$ cat config.mk
export PLATFORM = sky130hd
export DESIGN_NAME = obml_front
export DESIGN_NICKNAME = d
export VERILOG_FILES = /design/src/rtl/assert_macros.svh /design/src/rtl/obml_pkg.sv /design/src/rtl/obml_front.sv
export SDC_FILE = /design/constraint.sdc
export NUM_CORES = 1
export LEC_CHECK = 0
export ABC_AREA = 1
export BUFFER_PORTS_ARGS = -buffer_cell sky130_fd_sc_hd__buf_4
export CORE_MARGIN = 2
export CORE_UTILIZATION = 55
export DETAILED_ROUTE_END_ITERATION = 8
export HOLD_SLACK_MARGIN = 0.1
export PLACE_DENSITY = 0.81
export SLEW_MARGIN = 10
export SYNTH_ARGS = -nofsm -noshare
export SYNTH_HDL_FRONTEND = slang
export SYNTH_SLANG_ARGS = --single-unit
export TNS_END_PERCENT = 30
$ cat constraint.sdc
create_clock -name clock -period 6.25 [get_ports clock]
set_input_delay 1.875 -clock clock [delete_from_list [all_inputs] [get_ports clock]]
set_output_delay 1.875 -clock clock [all_outputs]
set_load 0.1 [all_outputs]
$ cat src/rtl/assert_macros.svh
// Assertion macros shared by the queue and back end RTL modules of the outer band score block.
`ifndef ASSERT_MACROS_SVH
`define ASSERT_MACROS_SVH

// Checked at every rising edge, held off while reset is high.
`define OBML_ASSERT(lbl, clk, rst, prop, msg) \
   lbl: assert property (@(posedge clk) disable iff (rst) prop) else $error(msg);

// Checked at every rising edge, reset included.
`define OBML_ASSERT_ALWAYS(lbl, clk, prop, msg) \
   lbl: assert property (@(posedge clk) prop) else $error(msg);

`endif

$ cat src/rtl/obml_pkg.sv
// Package with the types, constants and log table of the outer band score block.
`timescale 1ns / 1ps
`default_nettype none

package obml_pkg;

   // Stream limits and table size.
   localparam int MAX_SCORES     = 1048576;
   localparam int TBL_BITS       = 8;
   localparam int TBL_SIZE       = (1 << TBL_BITS) + 1;
   localparam int RBITS          = 32 - TBL_BITS;
   localparam int ROM_W          = 25;
   localparam int Q_DEPTH        = 4;

   // Datapath widths.
   localparam int SCORE_W        = 64;
   localparam int MEAN_W         = 32;
   localparam int USED_W         = 21;
   localparam int COUNT_W        = $clog2(MAX_SCORES + 1);
   localparam int LG_W           = 30;
   localparam int SUM_W          = LG_W + COUNT_W;
   localparam int MAG_W          = 30;
   localparam int LOG10_W        = 31;
   localparam int PRODC_W        = MAG_W + LOG10_W;

   // Fixed point constants.
   localparam logic [SCORE_W-2:0] CLAMP_MIN = 63'd4295;
   localparam logic [LOG10_W-1:0] LOG10_OF_2_Q32 = 31'd1292913987;

   // Configuration register indexes.
   localparam int CSR_IDX_W = 1;
   localparam logic [CSR_IDX_W-1:0] REG_UPPER = 1'd0;
   localparam logic [CSR_IDX_W-1:0] REG_LOWER = 1'd1;

   // Result status codes.
   localparam logic [1:0] ST_OK       = 2'd0;
   localparam logic [1:0] ST_FALLBACK = 2'd1;
   localparam logic [1:0] ST_BAD      = 2'd2;
   localparam logic [1:0] ST_OVF      = 2'd3;

   // One classified score as it waits between front and back.
   typedef struct packed {
      logic [SCORE_W-2:0] score;
      logic               sel;
      logic               last;
      logic               bad;
   } q_entry_type;

   // Queue fill status seen by front and back.
   typedef struct packed {
      logic empty;
      logic full;
   } q_status_type;

   typedef logic [TBL_SIZE-1:0][ROM_W-1:0] rom_type;

   // Builds log2(1 + i/2^TBL_BITS) truncated to 24 fraction bits, in Q1.24, by repeated squaring.
   function automatic rom_type build_log_rom();
      rom_type           rom;
      logic [63:0]       m;
      logic [ROM_W-1:0]  r;
      for (int i = 0; i < TBL_SIZE - 1; i++) begin
         m = 64'(1 << 30) + (64'(i) << (30 - TBL_BITS));
         r = '0;
         for (int k = 1; k <= 24; k++) begin
            m = (m * m) >> 30;
            if (m >= (64'd1 << 31)) begin
               m = m >> 1;
               r = r | (ROM_W'(1) << (24 - k));
            end
         end
         rom[i] = r;
      end
      rom[TBL_SIZE-1] = ROM_W'(1) << 24;
      return rom;
   endfunction

   localparam rom_type LOG_ROM = build_log_rom();

endpackage

`default_nettype wire

$ cat src/rtl/obml_front.sv
// Front end: configuration registers, score clamping and band classification.
`timescale 1ns / 1ps
`default_nettype none

module obml_front import obml_pkg::*; (
   input  wire logic                   clock,
   input  wire logic                   reset,
   input  wire logic                   req_valid,
   output logic                        req_stall,
   input  wire logic signed [SCORE_W-1:0] req_score,
   input  wire logic                   req_last_score,
   input  wire logic                   csr_we,
   input  wire logic [CSR_IDX_W-1:0]   csr_index,
   input  wire logic [SCORE_W-1:0]     csr_data,
   input  wire q_status_type           q_status,
   output logic                        q_push,
   output q_entry_type                 q_wr_entry
);

   logic signed [SCORE_W-1:0] upper_ff, upper_in;
   logic signed [SCORE_W-1:0] lower_ff, lower_in;
   logic signed [SCORE_W-1:0] clamped;

   // Register writes.
   always_comb begin
      upper_in = upper_ff;
      lower_in = lower_ff;
      if (csr_we) begin
         case (csr_index)
            REG_UPPER: upper_in = csr_data;
            REG_LOWER: lower_in = csr_data;
            default: ;
         endcase
      end
   end

   always_ff @(posedge clock) begin
      if (reset) begin
         upper_ff <= '0;
         lower_ff <= '0;
      end else begin
         upper_ff <= upper_in;
         lower_ff <= lower_in;
      end
   end

   // A transaction is taken whenever the queue has room.
   assign req_stall = q_status.full;
   assign q_push    = req_valid && !q_status.full;

   // Scores at or below zero are raised to CLAMP_MIN, a small positive score.
   assign clamped = (req_score <= 0) ? $signed({1'b0, CLAMP_MIN}) : req_score;

   // Classify against the band and mark a bad band (upper below lower) on every score.
   always_comb begin
      q_wr_entry.score = clamped[SCORE_W-2:0];
      q_wr_entry.sel   = (clamped >= upper_ff) || (clamped <= lower_ff);
      q_wr_entry.last  = req_last_score;
      q_wr_entry.bad   = upper_ff < lower_ff;
   end

endmodule

`default_nettype wire

==> impl_metrics.py, run 1 <==
metrics = {
    "timing": {
        "whs_ns": 0.492,
        "rsz0062_at_grt": "true",
        "fin_tns_setup_ns": -0.861,
        "min_period_ns": 7.11,
        "hold_viol": 0,
        "worst_pin_slew_ns": 1.10,
        "max_freq_mhz": 141,
        "setup_slack_ns": -0.861,
        "setup_viol": 1,
        "drv_slew": 0,
        "fin_skew_ns": 0,
        "finalCritPeriodShare_pct": 114,
        "slew_headroom_pct": 26.7,
    },
    "setup_path": {
        "crit_path_start_kind": "primary input",
        "required_ns": 4.38,
        "crit_arrival_ns": 5.24,
        "max_stage_delay_ns": 0.24,
        "path_class": "in2out",
        "r2r-end": "lower_ff[49]$_SDFFE_PP0P_",
        "setup.worst_path.end_class": "primary output",
        "r2r_start": "lower_ff[49]$_SDFFE_PP0P_",
        "critical_path.top_delay_family": "simple AND/OR/NAND/NOR gates",
        "crit_fanout": 7,
        "crit_top_cell": "nand2_1",
        "reg2regPathDepth": 2,
        "crit_buf_inv": 8,
        "slowest_stage": "nor4_2",
        "reg2reg_slack_ns": 5.31,
    },
    "synthesis": {
        "synth_seq_cells": 128,
        "ys_types": 28,
        "synth_warnings": 0,
        "syn_area_per_cell_um2": 7.05,
        "synth_cells": 1394,
        "synth.top_cell.area_share_pct": 26.1,
        "synth_area_um2": 9820,
        "yosys.area.top_type": "dfxtp_1",
        "synthFlopType": "dfxtp_1",
        "synth-edff-count": 0,
        "yosys-top-cells-area": "dfxtp_1 26%, ha_1 24%, a211oi_1 9.7%, nor2_1 9.7%, inv_1 9.4%",
        "synthArstFlopShare_pct": 0,
        "seq_area_frac_synth_pct": 26.1,
    },
    "cells_and_area": {
        "postLayoutCellArea_um2": 14600,
        "antenna_cells": 0,
        "final_core_util_pct": 84.3,
        "drive_above_1_share_pct": 34.7,
        "finalNonFillerCells": 1992,
        "synthToLayoutAreaGrowth_pct": 49.0,
        "fillers": 963,
        "fin_nets": 2081,
    },
    "grt": {
        "grt_first_pass_wirelength_um": 49000,
        "grt_pass1_vias": 10600,
        "grt_max_degree": 100,
        "grt_usage_pct": 33.0,
        "antenna_found_initial": 0,
        "overflow": 0,
    },
    "floorplanning": {
        "dieArea_um2": 18900,
        "initial_utilization_pct": 56.6,
        "core-area_um2": 17400,
        "rows": 48,
        "die_h_um": 138,
        "ios": 204,
        "die_w_um": 138,
    },
    "placed_design": {
        "numPortBuffers": 200,
        "globalplace.congestion": 0.888,
        "dpl.hpwl_um": 21700,
        "post-place-ws_ns": -0.823,
        "placed_area_um2": 13000,
        "dp_cells": 1926,
    },
    "run_status": {
        "violations": "negative setup slack",
        "status": "finished, violations left",
    },
    "power_and_ir_drop": {
        "power_mw": 3.04,
        "peakVddDrop_mv": 0.225,
        "power_leakage_nw": 7.21,
        "powerDensity_nw_per_um2": 208,
    },
    "cts": {
        "cts_root_buf": "clkbuf_16",
        "clock_path_buffers": 2,
        "numCtsBuffers": 17,
        "h-tree-depth": 4,
        "clk_pin_slew_worst_paths_ns": 0.05,
        "cts_tree": "done",
        "ctsHoldBuffers": 0,
        "clock_sinks": 128,
        "clock_latency_ns": 0.43,
    },
    "routing": {
        "drtAntennaViolNets": 0,
        "wirelength_um": 35100,
        "drc": 0,
        "wl_per_cell_um": 17.6,
        "vias": 11500,
        "drt_iter0_drc": 1077,
        "drt_first_pass_iters": 6,
        "viasPerCell": 5.76,
    },
    "min_path": {
        "hold_depth": 2,
        "hold_start": "upper_ff[0]$_SDFFE_PP0P_",
        "hp-class": "reg2reg",
        "min_to": "upper_ff[0]$_SDFFE_PP0P_",
    },
    "run": {
        "cap_violations": 0,
    },
}
synthesized netlist by cell type (3+ instances only):
cell type	instances
o21ai_0	22
nor2_1	253
buf_6	3
clkbuf_1	39
a211oi_1	127
nor3_1	5
dfxtp_1	128
nor4_1	6
nand3_1	24
buf_2	3
inv_1	246
a21oi_1	83
o21a_1	3
ha_1	191
nand4_1	29
a21o_1	9
nand2_1	209
layer usage:
layer,routed length [µm],share of wire (%),vias up,GRT usage [%]
met1,13300,38,5231,37.7
li1,-,-,5362,-
met3,2950,8.4,171,5.70
met2,17200,49,702,59.6
met4,1700,4.8,0,15.2
met5,0,0,-,0
report_power, final:
group	internal [mW]	leakage, nW	total [mW]	switching, mW
Combinational	0.436	5.88	1.16	0.725
Clock	0.586	0.267	0.981	0.395
Sequential	0.872	1.06	0.897	0.0257
worst max path at each step:
stage / startpoint / to / slack (ns) / cells past startpoint
final: req_score[32] / q_wr_entry[2] / -0.86 / 27
after global routing: req_score[7] / q_wr_entry[2] / -0.95 / 27
after CTS: req_score[56] / q_wr_entry[2] / -0.59 / 24
after detailed placement: req_score[47] / q_wr_entry[2] / -0.82 / 22
after global placement: req_score[47] / q_wr_entry[2] / -0.75 / 23
after floorplan: req_score[31] / q_wr_entry[2] / -0.45 / 15
registers in the layout, summed over array words and instances (netlist names):
register / cells
lower_ff: 64
upper_ff: 64
cells in the final DEF, fill, tap and decap left out, drive strengths merged, types with 2 or more instances in the layout:
master    instances
o21ai            22
clkinv            3
nor2            253
nor3              5
nand4            29
nand3            24
a211oi          127
conb              2
inv             248
nor4              6
nand2           209
o21a              3
a21o              9
ha              191
clkbuf           24
clkinvlp          5
a21oi            83
buf             388
dfxtp           128
worst reg2reg max path, stage by stage, from the launching register on:
cell,delay [ns]
dfxtp_1,0.32
inv_1,0.11
a211oi_1,0.38
final cells by class:
type / instances / area (µm²) / share of cell area [%]
Multi-Input combinational cell: 970 / 7080 / 48.4
Timing Repair Buffer: 389 / 3190 / 21.8
Sequential cell: 128 / 2560 / 17.5
Inverter: 248 / 946 / 6.46
Clock buffer: 23 / 488 / 3.34
Tap cell: 225 / 282 / 1.92
Clock inverter: 9 / 82.6 / 0.564
repair_timing:
| action | 4_1_cts | 5_1_grt |
|---|---|---|
| pin swaps | 36 | 39 |
| setup endpoints to repair | 1 | 1 |
| cloned | 2 | 1 |
| resized for setup | 75 | 100 |
| buffers inserted | 27 | 6 |
kinds of logic after synthesis:
kind of cell,share of synthesized area (%)
and+or+nand+nor,21.6
buffers and inverters,11.7
other,0.0382
DFF,26.1
AOI/OAI and AO/OA,16.2
adders and majority gates,24.3
Note: power is estimated with default switching activity, not from simulation.
==> inputs of run 2 (changes only) <==
- CORE_UTILIZATION: 55 -> 50
- PLACE_DENSITY: 0.81 -> 0.75
==> run 2 against run 1 <==
The run still ends with negative setup slack left. Routed wire length down 5.6%. Via count decreased by 3.9%. Final area grew 2.4%. Sequential share of layout area decreased by 0.42 points. Sequential power hardly changed. Sequential cell count unchanged. Critical endpoint unchanged. Highest routed layer unchanged.
==> impl_metrics.py, run 2 (synthesis gave the netlist of run 1 again) <==
metrics = {
    "cts": {
        "numCtsBuffers": 17,
        "clk_pin_slew_worst_paths_ns": 0.06,
        "clock_sinks": 128,
        "cts_tree": "done",
        "cts_root_buf": "clkbuf_16",
        "h-tree-depth": 4,
        "clock_latency_ns": 0.42,
        "clock_path_buffers": 2,
    },
    "run": {
        "cap_violations": 0,
    },
    "placed_design": {
        "placed_area_um2": 13100,
        "numPortBuffers": 200,
        "globalplace.congestion": 0.872,
        "dpl.hpwl_um": 22000,
        "post-place-ws_ns": -0.982,
    },
    "setup_path": {
        "crit_path_start_kind": "primary input",
        "r2r_start": "upper_ff[42]$_SDFFE_PP0P_",
        "path_class": "in2out",
        "crit_arrival_ns": 5.12,
        "reg2reg_slack_ns": 5.33,
        "reg2regPathDepth": 2,
        "r2r-end": "upper_ff[42]$_SDFFE_PP0P_",
        "setup.worst_path.end_class": "primary output",
        "crit_fanout": 7,
        "required_ns": 4.38,
    },
    "grt": {
        "grt_pass1_vias": 11100,
        "grt_usage_pct": 30.9,
        "grtUsageMet3_pct": 6.46,
        "grt_use_met1_pct": 35.7,
        "grt_max_degree": 82,
        "top_usage_layer": "met2",
        "grt_first_pass_wirelength_um": 51100,
        "antenna_found_initial": 1,
        "overflow": 0,
        "use_met2_pct": 54.5,
    },
    "timing": {
        "max_freq_mhz": 143,
        "hold_viol": 0,
        "rsz0062_at_grt": "true",
        "setup_slack_ns": -0.742,
        "slew_headroom_pct": 40.1,
        "setup_viol": 1,
        "fin_skew_ns": 0,
        "worst_pin_slew_ns": 0.898,
        "min_period_ns": 6.99,
        "drv_slew": 0,
        "finalCritPeriodShare_pct": 112,
    },
    "power_and_ir_drop": {
        "internal-power_mw": 1.98,
        "p_switching_mw": 1.14,
        "p_sw_share_pct": 36.6,
        "power_leakage_nw": 7.34,
        "sequentialPowerShare_pct": 28.7,
        "combPwrFrac_pct": 36.8,
        "peakVddDrop_mv": 0.195,
        "power_frac_clock_pct": 34.5,
        "power_mw": 3.12,
        "powerDensity_nw_per_um2": 208,
    },
    "min_path": {
        "min_to": "upper_ff[57]$_SDFFE_PP0P_",
        "hold_depth": 2,
        "hp-class": "reg2reg",
        "hold_start": "upper_ff[57]$_SDFFE_PP0P_",
    },
    "routing": {
        "drt_first_pass_iters": 5,
        "drc": 0,
        "wirelength_um": 33200,
        "drtAntennaViolNets": 0,
        "wl_per_cell_um": 16.2,
        "vias": 11000,
        "drt_iter0_drc": 556,
        "viasPerCell": 5.37,
    },
    "cells_and_area": {
        "final_cell_mix": "383 x buf_4, 230 x inv_1, 178 x nand2_1, 175 x nor2_1, 164 x ha_1",
        "final_common_cell": "buf_4",
        "postLayoutCellArea_um2": 15000,
        "reg_top3": "lower_ff: 64 flops, upper_ff: 64 flops",
        "fin_nets": 2099,
        "synthToLayoutAreaGrowth_pct": 52.6,
        "drive_above_1_share_pct": 34.6,
    },
    "floorplanning": {
        "core-area_um2": 19400,
        "die_h_um": 144,
        "initial_utilization_pct": 50.6,
        "ios": 204,
        "die_w_um": 144,
        "rows": 51,
        "dieArea_um2": 20800,
    },
    "run_status": {
        "violations": "negative setup slack",
        "status": "finished, violations left",
    },
}
-- run 2: worst max-delay path, cell delays in order --
cell and delay, ns:
buf_4 0.11, inv_2 0.05, nand4_1 0.12, nor4_2 0.36, buf_4 0.18, nand4_1 0.18
nand2_4 0.17, buf_12 0.13, buf_12 0.13, buf_12 0.15, nor2_4 0.06, ha_4 0.24
a21oi_1 0.15, o21ai_0 0.15, a21oi_1 0.23, nand2_1 0.09, nand2_1 0.08, nand2_2 0.06
buf_4 0.13, o21ai_4 0.14, nand3_4 0.09, buf_12 0.17
-- run 2: worst max path at each step --
stage               slack (ns)  cells past startpoint           from             to
finish                   -0.74                     22  req_score[16]  q_wr_entry[2]
global route             -0.85                     25  req_score[28]  q_wr_entry[2]
CTS                      -0.61                     24  req_score[28]  q_wr_entry[2]
detailed placement       -0.98                     23  req_score[31]  q_wr_entry[2]
global placement         -0.96                     23  req_score[31]  q_wr_entry[2]
floorplan                -0.45                     15  req_score[31]  q_wr_entry[2]
-- run 2: layout make-up --
| type | count | area (µm²) |
|---|---|---|
| flip-flops and latches | 128 | 2560 |
| clock buffers | 21 | 470 |
| diodes | 1 | 2.50 |
| repair buffers | 407 | 3290 |
| inverters | 248 | 941 |
| well taps | 265 | 332 |
| clock inverters | 11 | 154 |
| multi-input cells | 970 | 7230 |
| fillers | 1398 | 4410 |
-- run 2: power by group through the flow --
stage	combinational, mW	clock [mW]	sequential [mW]
floorplan	0.665	0	0.905
global placement	0.957	0	0.910
detailed placement	0.985	0	0.911
CTS	1.07	1.07	0.894
global route	1.25	1.11	0.900
finish	1.15	1.08	0.896
-- run 2: per-layer routing --
layer,up-vias,share of wire (%)
li1,5388,-
met1,5089,40
met2,417,49
met3,125,6.9
met4,0,4.1
met5,-,0
-- run 2: metrics by stage --
| step | hold slack, ns | TNS (ns) | cells | utilization [%] |
|---|---|---|---|---|
| final | 0.494 | -0.742 | 2051 | 77.3 |
| after global routing | 0.517 | -0.850 | 2050 | 77.2 |
| after CTS | 0.496 | -0.614 | 2045 | 75.1 |
| after detailed placement | 0.480 | -0.982 | 1967 | 67.5 |
| after global placement | 0.477 | -0.957 | 1967 | 67.5 |
| after floorplan | 0.453 | -0.448 | 1395 | - |
-- run 2: what timing repair did --
action                                  4_1_cts  5_1_grt
endpoints found under the setup margin        1        1
resized for setup                            83       85
pin swaps                                    52       46
cloned                                        3        0
buffers inserted                             43        6
hold buffers                                  0        0
