===== config.mk =====
export PLATFORM = sky130hd
export DESIGN_NAME = obml_queue
export DESIGN_NICKNAME = d
export VERILOG_FILES = /design/src/rtl/obml_pkg.sv /design/src/rtl/obml_queue.sv
export VERILOG_INCLUDE_DIRS = /design/src /design/src/rtl
export SDC_FILE = /design/constraint.sdc
export NUM_CORES = 1
export LEC_CHECK = 0
export BUFFER_PORTS_ARGS = -buffer_cell sky130_fd_sc_hd__buf_4
export CAP_MARGIN = 20
export CORE_ASPECT_RATIO = 1.25
export CORE_UTILIZATION = 51
export DETAILED_ROUTE_END_ITERATION = 7
export PLACE_DENSITY = 0.75
export REMOVE_ABC_BUFFERS = 1
export SLEW_MARGIN = 20
export SYNTH_ARGS = -nofsm -noshare
export SYNTH_HDL_FRONTEND = slang
export SYNTH_SLANG_ARGS = --single-unit

===== constraint.sdc =====
create_clock -name clock -period 2.4 [get_ports clock]
set_input_delay 0.24 -clock clock [delete_from_list [all_inputs] [get_ports clock]]
set_output_delay 0.24 -clock clock [all_outputs]
set_load 0.005 [all_outputs]

===== src/rtl/assert_macros.svh =====
// Assertion macros shared by the queue and back end RTL modules of the outer band score block.
`ifndef ASSERT_MACROS_SVH
`define ASSERT_MACROS_SVH

// Checked at every rising edge, held off while reset is high.
`define OBML_ASSERT(lbl, clk, rst, prop, msg) \
   lbl: assert property (@(posedge clk) disable iff (rst) prop) else $error(msg);

// Checked at every rising edge, reset included.
`define OBML_ASSERT_ALWAYS(lbl, clk, prop, msg) \
   lbl: assert property (@(posedge clk) prop) else $error(msg);

`endif


===== src/rtl/obml_pkg.sv =====
// Package with the types, constants and log table of the outer band score block.
`timescale 1ns / 1ps
`default_nettype none

package obml_pkg;

   // Stream limits and table size.
   localparam int MAX_SCORES     = 1048576;
   localparam int TBL_BITS       = 8;
   localparam int TBL_SIZE       = (1 << TBL_BITS) + 1;
   localparam int RBITS          = 32 - TBL_BITS;
   localparam int ROM_W          = 25;
   localparam int Q_DEPTH        = 4;

   // Datapath widths.
   localparam int SCORE_W        = 64;
   localparam int MEAN_W         = 32;
   localparam int USED_W         = 21;
   localparam int COUNT_W        = $clog2(MAX_SCORES + 1);
   localparam int LG_W           = 30;
   localparam int SUM_W          = LG_W + COUNT_W;
   localparam int MAG_W          = 30;
   localparam int LOG10_W        = 31;
   localparam int PRODC_W        = MAG_W + LOG10_W;

   // Fixed point constants.
   localparam logic [SCORE_W-2:0] CLAMP_MIN = 63'd4295;
   localparam logic [LOG10_W-1:0] LOG10_OF_2_Q32 = 31'd1292913987;

   // Configuration register indexes.
   localparam int CSR_IDX_W = 1;
   localparam logic [CSR_IDX_W-1:0] REG_UPPER = 1'd0;
   localparam logic [CSR_IDX_W-1:0] REG_LOWER = 1'd1;

   // Result status codes.
   localparam logic [1:0] ST_OK       = 2'd0;
   localparam logic [1:0] ST_FALLBACK = 2'd1;
   localparam logic [1:0] ST_BAD      = 2'd2;
   localparam logic [1:0] ST_OVF      = 2'd3;

   // One classified score as it waits between front and back.
   typedef struct packed {
      logic [SCORE_W-2:0] score;
      logic               sel;
      logic               last;
      logic               bad;
   } q_entry_type;

   // Queue fill status seen by front and back.
   typedef struct packed {
      logic empty;
      logic full;
   } q_status_type;

   typedef logic [TBL_SIZE-1:0][ROM_W-1:0] rom_type;

   // Builds log2(1 + i/2^TBL_BITS) truncated to 24 fraction bits, in Q1.24, by repeated squaring.
   function automatic rom_type build_log_rom();
      rom_type           rom;
      logic [63:0]       m;
      logic [ROM_W-1:0]  r;
      for (int i = 0; i < TBL_SIZE - 1; i++) begin
         m = 64'(1 << 30) + (64'(i) << (30 - TBL_BITS));
         r = '0;
         for (int k = 1; k <= 24; k++) begin
            m = (m * m) >> 30;
            if (m >= (64'd1 << 31)) begin
               m = m >> 1;
               r = r | (ROM_W'(1) << (24 - k));
            end
         end
         rom[i] = r;
      end
      rom[TBL_SIZE-1] = ROM_W'(1) << 24;
      return rom;
   endfunction

   localparam rom_type LOG_ROM = build_log_rom();

endpackage

`default_nettype wire


===== src/rtl/obml_queue.sv =====
// Short queue of classified scores between front and back.
`timescale 1ns / 1ps
`default_nettype none

`include "assert_macros.svh"

module obml_queue import obml_pkg::*; (
   input  wire logic        clock,
   input  wire logic        reset,
   input  wire logic        push,
   input  wire q_entry_type wr_entry,
   input  wire logic        pop,
   output q_entry_type      rd_entry,
   output q_status_type     status
);

   localparam int PTR_W = $clog2(Q_DEPTH);
   localparam int CNT_W = $clog2(Q_DEPTH + 1);

   q_entry_type        slots_ff [Q_DEPTH];
   logic [PTR_W-1:0]   wr_ptr_ff, wr_ptr_in;
   logic [PTR_W-1:0]   rd_ptr_ff, rd_ptr_in;
   logic [CNT_W-1:0]   count_ff, count_in;

   assign status.empty = (count_ff == '0);
   assign status.full  = (count_ff == CNT_W'(Q_DEPTH));
   assign rd_entry     = slots_ff[rd_ptr_ff];

   // Pointer and fill bookkeeping.
   always_comb begin
      wr_ptr_in = wr_ptr_ff;
      rd_ptr_in = rd_ptr_ff;
      count_in  = count_ff;
      if (push) begin
         wr_ptr_in = (wr_ptr_ff == PTR_W'(Q_DEPTH - 1)) ? '0 : wr_ptr_ff + 1'b1;
      end
      if (pop) begin
         rd_ptr_in = (rd_ptr_ff == PTR_W'(Q_DEPTH - 1)) ? '0 : rd_ptr_ff + 1'b1;
      end
      if (push && !pop) begin
         count_in = count_ff + 1'b1;
      end else if (pop && !push) begin
         count_in = count_ff - 1'b1;
      end
   end

   always_ff @(posedge clock) begin
      if (reset) begin
         wr_ptr_ff <= '0;
         rd_ptr_ff <= '0;
         count_ff  <= '0;
      end else begin
         wr_ptr_ff <= wr_ptr_in;
         rd_ptr_ff <= rd_ptr_in;
         count_ff  <= count_in;
      end
   end

   // Slot storage needs no reset.
   always_ff @(posedge clock) begin
      if (push) begin
         slots_ff[wr_ptr_ff] <= wr_entry;
      end
   end

   `OBML_ASSERT(a_no_push_full, clock, reset, push |-> !status.full, "push into full queue")
   `OBML_ASSERT(a_no_pop_empty, clock, reset, pop |-> !status.empty, "pop from empty queue")
   `OBML_ASSERT(a_fill_bound, clock, reset, (status.full |=> (count_ff != '0)), "queue lost entries")

endmodule

`default_nettype wire


==> results.txt, run 1 <==
After floorplanning, the core was divided into 56 placement rows. The number of cells in the design after placement came out at 755. Setup violations remaining at the end of the flow were counted as 0. Timing would allow up to 447 MHz.

After synthesis the netlist holds a flip-flop and latch count of 273. Post-CTS timing repair inserted 0 buffers for setup. CTS placed an instance of clkbuf_16 at the clock tree root.

In this run the remaining antenna-violating nets after routing total 0. The tools report the level count of the clock H-tree as 1. The library cells used most frequently in the layout, excluding fill and tap cells, are 264 x edfxtp_1, 142 x buf_4, 67 x dlygate4sd3_1, 66 x mux4_2, 27 x clkbuf_16.

The routed design has 18300 µm of wire. The first global-routing pass estimated 27500 µm of wire. Headroom to the max-slew limit came out at 69.8%. Global routing used 18.3% of the available tracks across all layers.

The xor-xnor portion of the synthesized cell area was 0.176%; the share of cells above drive strength 1 was 41.1%. In the routed layout, each cell is associated on average with a via count of 5.40. The run gives 0 as the number of max-slew violations in the final report. The count of buffers added on input and output ports is 137. The multiplexer share of the synthesized area works out to 15.3%. The maximum clock path buffer count was 3. Data arrives at the worst endpoint at 2.00 ns.

STA classifies the critical path startpoint as a register. By startpoint and endpoint, the worst setup path is classified as reg -> out. The final-report hold violation count was 0. The final net count is 695, and the insertion delay to the later sink of the worst-skew pair is 0.51 ns. Data on the critical path is required at its endpoint by 2.16 ns. The cell area that synthesis handed to floorplanning was 9960 µm². For the maximum number of pins on one net before global-route repair, the log shows 43. The run gives 4696 as the via total after detailed routing. In the final routed layout, each cell accounts on average for 21.0 µm. The portion of the clock cycle consumed by the worst path in the final layout was 93.3%.

The transition time of the tightest slew-check pin was 0.453 ns. The run gives 0.00449 µW as the leakage component of the power. The placed instance area was 11400 µm².

The warning count from the yosys run was 0. After synthesis, the mean cell area works out to 25.7 µm². STA classifies the critical path endpoint as an output port.

The initial antenna violation count is 0, and the post-route clock skew is 0.00773 ns. Summing the areas of all and, or, nand and nor instances in the mapped netlist gives 0.779% of the synthesized area. Floorplan die width: 127 µm. After legalization and detailed placement, the total HPWL measured 10800 µm. For the starting DRC count in detailed routing, the log shows 283. The global-route congestion overflow total is 0, and the adder and majority cell fraction of the synthesized area is 0.955%. The congestion estimate from routability-driven global placement came to 0.697. Post-layout instance count excluding filler cells: 870. The type of the tightest min-delay check is in -> reg.

The library cell used most frequently in the layout, excluding fill and tap cells, is edfxtp_1. The tools report the detailed-router iteration count before antenna repair as 4. The post-cts gate resize count is 0. The run gives 273 as the clock net sink count.

The total power density per cell area works out to 851 nW/µm². After synthesis, the largest family of logic cells by area is multiplexers. The flow ran to the end, and the final reports show no timing, DRC or antenna violations. The complex-gate fraction of the synthesized area works out to 0.151%.

Yosys mapped the design onto 19 distinct sky130hd cell types. The clock-pin transition on the worst setup and hold timing paths was 0.06 ns. The number of ports placed on the die boundary came out at 138. Total CTS buffers: 26. The run gives 5005 as the via count of the first global-routing pass. The tools report the post-synthesis cell count as 388. Hold repair after CTS inserted 67 buffers. Reported max-cap violation count: 0.

In the routed design, unresolved DRC markers number 0. The smallest hold slack is 0.0520 ns, and the vertical die dimension is 158 µm. The synthesis-to-finish area growth came out at 30.6%.

Setup repair after global routing left no endpoint under its margin. The tools report the die outline area as 20100 µm². The total area inside the core boundary comes to 18900 µm². The worst ir drop on vdd came out at 0.000701 V. The sequential share of the synthesized area is 81.4%, and the highest net fanout along the worst path is 28.

TritonCTS built the clock tree. The initial utilization of the core area, before any placement, comes to 52.6%. 0 antenna diodes ended up in the layout. After routing the design area is 13000 µm². The minimum clock period after layout was 2.24 ns. Power comes to 11100 µW.
## critical path, cell delays in order (launching register included)
cell     delay (ns)
dfxtp_4        0.63
buf_4          0.35
mux4_2         0.35
buf_4          0.15
## metal layers
metal | global-route usage, % | share of wire [%]
met3 | 2.84 | 3.9
met5 | 0 | 0
met4 | 4.59 | 1.4
met1 | 23.9 | 41
met2 | 32.3 | 53
## power by group
part / internal, µW / switching, µW / total [µW] / leakage [µW]
combinational: 598 / 437 / 1040 / 0.00153
clock: 2830 / 1680 / 4500 / 0.000463
sequential: 5460 / 73.9 / 5530 / 0.00250
total: 8880 / 2190 / 11100 / 0.00449
## worst paths after layout
kind | from | endpoint | slack (ns) | depth (start not counted)
max | register | rd_entry[15] | 0.16 | 3
min | pop | rd_ptr_ff[1] | 0.05 | 3
min reg2reg | rd_ptr_ff[0] | register | 0.52 | 2
max reg2reg | wr_ptr_ff[0] | slots_ff[2][51] | 0.77 | 4
## Yosys cell counts
| library cell | number | area, µm² |
|---|---|---|
| a21oi_1 | 2 | 10.0 |
| and2_1 | 4 | 25.0 |
| buf_2 | 5 | 25.0 |
| buf_4 | 2 | 15.0 |
| buf_6 | 5 | 56.3 |
| clkbuf_1 | 2 | 7.51 |
| dfxtp_1 | 9 | 180 |
| edfxtp_1 | 264 | 7930 |
| fa_1 | 1 | 20.0 |
| ha_1 | 6 | 75.1 |
| inv_1 | 4 | 15.0 |
| mux2i_1 | 4 | 40.0 |
| mux4_2 | 66 | 1490 |
| nor2_1 | 7 | 26.3 |
| nor3_1 | 1 | 5.00 |
| nor3b_1 | 2 | 15.0 |
| o21ai_0 | 1 | 5.00 |
| or3_1 | 1 | 6.26 |
| xor2_1 | 2 | 17.5 |
## flip-flops by register name, indices dropped and copies added, names as in the netlist, named ones only
register / flops
wr_ptr_ff: 2
rd_ptr_ff: 2
slots_ff: 264
count_ff: 3
## per-stage QoR
stage          util, %  setup WS (ns)  setup TNS [ns]
5_1_grt           68.7         0.0678               0
3_5_place_dp      60.1          0.632               0
6_report          68.7          0.161               0
4_1_cts           68.7          0.132               0
3_3_place_gp      60.1          0.656               0
2_1_floorplan        -          -1.31         -117.98
## cell type report
cell class,instances,area [µm²]
sequential,273,8120
fill,1169,5920
timing repair buffer,216,1880
multi-input combinational,97,1740
clock buffer,33,698
tap,232,290
clock inverter,15,264
inverter,4,15.0
## kinds of logic after synthesis
kind of cell	Yosys count
xor gates and xnor gates	2
buffers and inverters	18
adders and majority gates	7
muxes	70
DFF	273
and+or+nand+nor	15
AOI/OAI and AO/OA	3
Note: power is estimated with default switching activity, not from simulation.
==> inputs of run 2 (changes only) <==
Settings changed: GPL_TIMING_DRIVEN from default to 0.
==> results.txt, run 2 (synthesis gave the netlist of run 1 again) <==
The initial antenna violation count is 0 (unchanged), and the insertion delay to the later sink of the worst-skew pair is 0.51 ns (about the same). The internal power component came out at 8190 µW (was 8880 µW). Critical path's slowest cell: dfxtp_4 (unchanged). The level count of the clock H-tree came out at 1 (unchanged).

The core footprint is 18900 µm² (unchanged), and the final weighted congestion of routability-driven global placement is 0.748 (was 0.697). The vertical die dimension was 158 µm (unchanged); the number of failing setup endpoints in the final timing report was 0 (unchanged). The via count normalized by instance count works out to 5.41 (was 5.40).

The tools report the start of the worst register-to-register path as wr_ptr_ff[0] (unchanged). Most common library cell in the layout ignoring fill and taps: edfxtp_1 (unchanged). Setup repair after global routing left no endpoint under its margin. The number of design rule violations left after detail routing is 0 (unchanged). The minimum clock period after layout came out at 2.25 ns (was 2.24 ns). The register containing the most flip-flops in the final layout was slots_ff (unchanged).

The run gives 0 ns (unchanged) as the summed negative setup slack over all endpoints. For the combinational share of power, the log shows 10.1% (was 9.4%). Buffering stage count on the worst path with inverters included: 2 (unchanged).

The flip-flop count of the largest register after layout was 264 (unchanged); the placed instance area was 11300 µm² (was 11400 µm²). Kind of cell adding the most delay to the critical path: flip-flops (unchanged). The final-report hold violation count was 0 (unchanged). The via count of the first global-routing pass was 5124 (was 5005); the delay of the slowest cell on the worst path was 0.69 ns (was 0.63 ns).

The sequential share of power was 53.8% (was 50.0%). The antenna diode count came out at 0 (unchanged). Top Registers: slots_ff x264, count_ff x3 (unchanged). The clock network fraction of total power is 36.1% (was 40.7%). Cells along the critical path: buf_12 -> mux4_2 -> buf_4 (was buf_4 -> mux4_2 -> buf_4). The detailed-router iteration count before antenna repair is 4 (unchanged). The floorplan die width is 127 µm (unchanged). The start point of the worst hold path is push (was pop). For the final net count, the log shows 693 (was 695). The global-route usage over all layers came out at 18.3% (about the same). The clock-pin transition on the worst setup and hold timing paths is 0.06 ns (about the same), and the share of cells above drive strength 1 is 39.7% (was 41.1%).

The upper clock frequency limit was 444 MHz (was 447 MHz). The routed length per instance was 20.7 µm (was 21.0 µm). The logs give 25 (was 26) for the total CTS buffers and 12800 µm² (was 13000 µm²) for the final cell area excluding filler cells. The fraction of power spent switching nets is 20.3% (was 19.8%).

The leakage component of the power was 0.00441 µW (was 0.00449 µW). The type of the tightest min-delay check is in -> reg (unchanged). The total power density per cell area is 802 nW/µm² (was 851 nW/µm²), and the number of rows created at floorplan is 56 (unchanged). The run gives 273 (unchanged) as the clock net sink count.

For the via total after detailed routing, the log shows 4684 (was 4696). The worst ir drop on vdd is 0.000614 V (was 0.000701 V), and the global-route congestion overflow total is 0 (unchanged). The classification of the worst setup path is reg -> out (unchanged).

The portion of the clock cycle consumed by the worst path in the final layout was 93.9% (was 93.3%). Most used cells in the layout excluding fill and tap cells: 264 x edfxtp_1, 139 x buf_4, 67 x dlygate4sd3_1, 66 x mux4_2, 25 x clkbuf_16 (was 264 x edfxtp_1, 142 x buf_4, 67 x dlygate4sd3_1, 66 x mux4_2, 27 x clkbuf_16). The number of port buffers works out to 137 (unchanged). The reported max-cap violation count came out at 0 (unchanged).

The pre-CTS worst setup slack came out at 0.216 ns (was 0.632 ns). The run gives 10300 µW (was 11100 µW) as the power after layout. Startpoint type of the worst setup path: a register (unchanged). The category of the worst setup path capture point is an output port (unchanged). The maximum clock path buffer count is 3 (unchanged). The number of ports placed on the die boundary came out at 138 (unchanged).

Post-route clock skew: 0.00647 ns (was 0.00773 ns). The tools report the worst-case headroom to the max-slew limit as 65.1% (was 69.8%). Number of max-slew violations in the final report: 0 (unchanged). The HPWL reported at the end of detailed placement was 10200 µm (was 10800 µm); the transition time of the tightest slew-check pin was 0.524 ns (was 0.453 ns). Starting DRC count in detailed routing: 272 (was 283).

The tools report the smallest setup slack after layout as 0.147 ns (was 0.161 ns). The logs give 27500 µm (about the same) for the first-pass GRT wire length and 38 (was 43) for the maximum number of pins on one net before global-route repair. The run gives 2090 µW (was 2190 µW) as the switching power total.

The synthesis-to-finish area growth was 28.8% (was 30.6%). The run gives 0 (unchanged) as the remaining number of nets flagged by the antenna check after routing. The critical path arrival was 2.01 ns (was 2.00 ns). TritonCTS built the clock tree.

The post-cts gate resize count is 0 (unchanged). The starting density of the core was 52.6% (unchanged); the die outline area was 20100 µm² (unchanged). The tools report the clock root buffer master as clkbuf_16 (unchanged). The logs give 17900 µm (was 18300 µm) for the aggregate routed wire length and 2.16 ns (about the same) for the data required time at the worst endpoint. The highest net fanout along the worst path works out to 35 (was 28). The run finished with clean final reports.
==> run 2: changes by cell type in the layout (fill, tap and decap cells not counted), moves of 2 or more <==
cell,before,now
clkbuf_16,27,25
clkinv_1,1,6
clkinvlp_4,2,0
bufinv_16,7,2
buf_4,142,139
==> run 2: worst paths after layout <==
kind                          end  slack, ns  depth (start not counted)
setup / recovery     rd_entry[38]       0.15                          3
setup reg to reg  slots_ff[2][11]       0.65                          4
hold / removal       wr_ptr_ff[1]       0.06                          3
hold reg to reg       count_ff[2]       0.52                          2
==> run 2: final cells by class <==
| class | count | area [µm²] |
|---|---|---|
| clock buffer | 32 | 652 |
| clock inverter | 13 | 111 |
| fill | 1201 | 6090 |
| inverter | 4 | 15.0 |
| multi-input combinational | 97 | 1740 |
| sequential | 273 | 8120 |
| tap | 232 | 290 |
| timing repair buffer | 215 | 1900 |
==> run 2: metrics by stage <==
stage	instances	util, %	hold slack [ns]
2_1_floorplan	374	-	0.309
3_3_place_gp	743	59.1	0.438
3_5_place_dp	749	59.8	0.443
4_1_cts	866	67.8	0.0370
5_1_grt	866	67.8	0.0762
6_report	866	67.8	0.0580
==> run 2: timing repair <==
item                                    4_1_cts  5_1_grt
buffers inserted                              5        0
hold endpoints to repair                    273        0
endpoints found under the setup margin       41        0
hold buffers                                 67        0
==> run 2: metal layers <==
| layer | share of wire [%] | up-vias | global-route usage [%] | wire [µm] |
|---|---|---|---|---|
| met5 | 0 | - | 0 | 0 |
| met4 | 2.6 | 0 | 6.24 | 463 |
| met3 | 4.0 | 35 | 2.87 | 711 |
| met2 | 54 | 113 | 33.7 | 9700 |
| met1 | 39 | 2423 | 22.1 | 7020 |
| li1 | - | 2113 | - | - |
==> run 2: power by group through the flow <==
stage	Sequential (µW)	Combinational (µW)	Clock [µW]
CTS	5530	1060	3810
global placement	5710	856	0
floorplan	5660	402	0
finish	5530	1040	3720
detailed placement	5660	916	0
global route	5550	1120	3970
==> run 2: tightest hold or removal path, cell delays in order <==
cell     delay (ns)
buf_4          0.14
mux2i_1        0.08
nor2_1         0.07
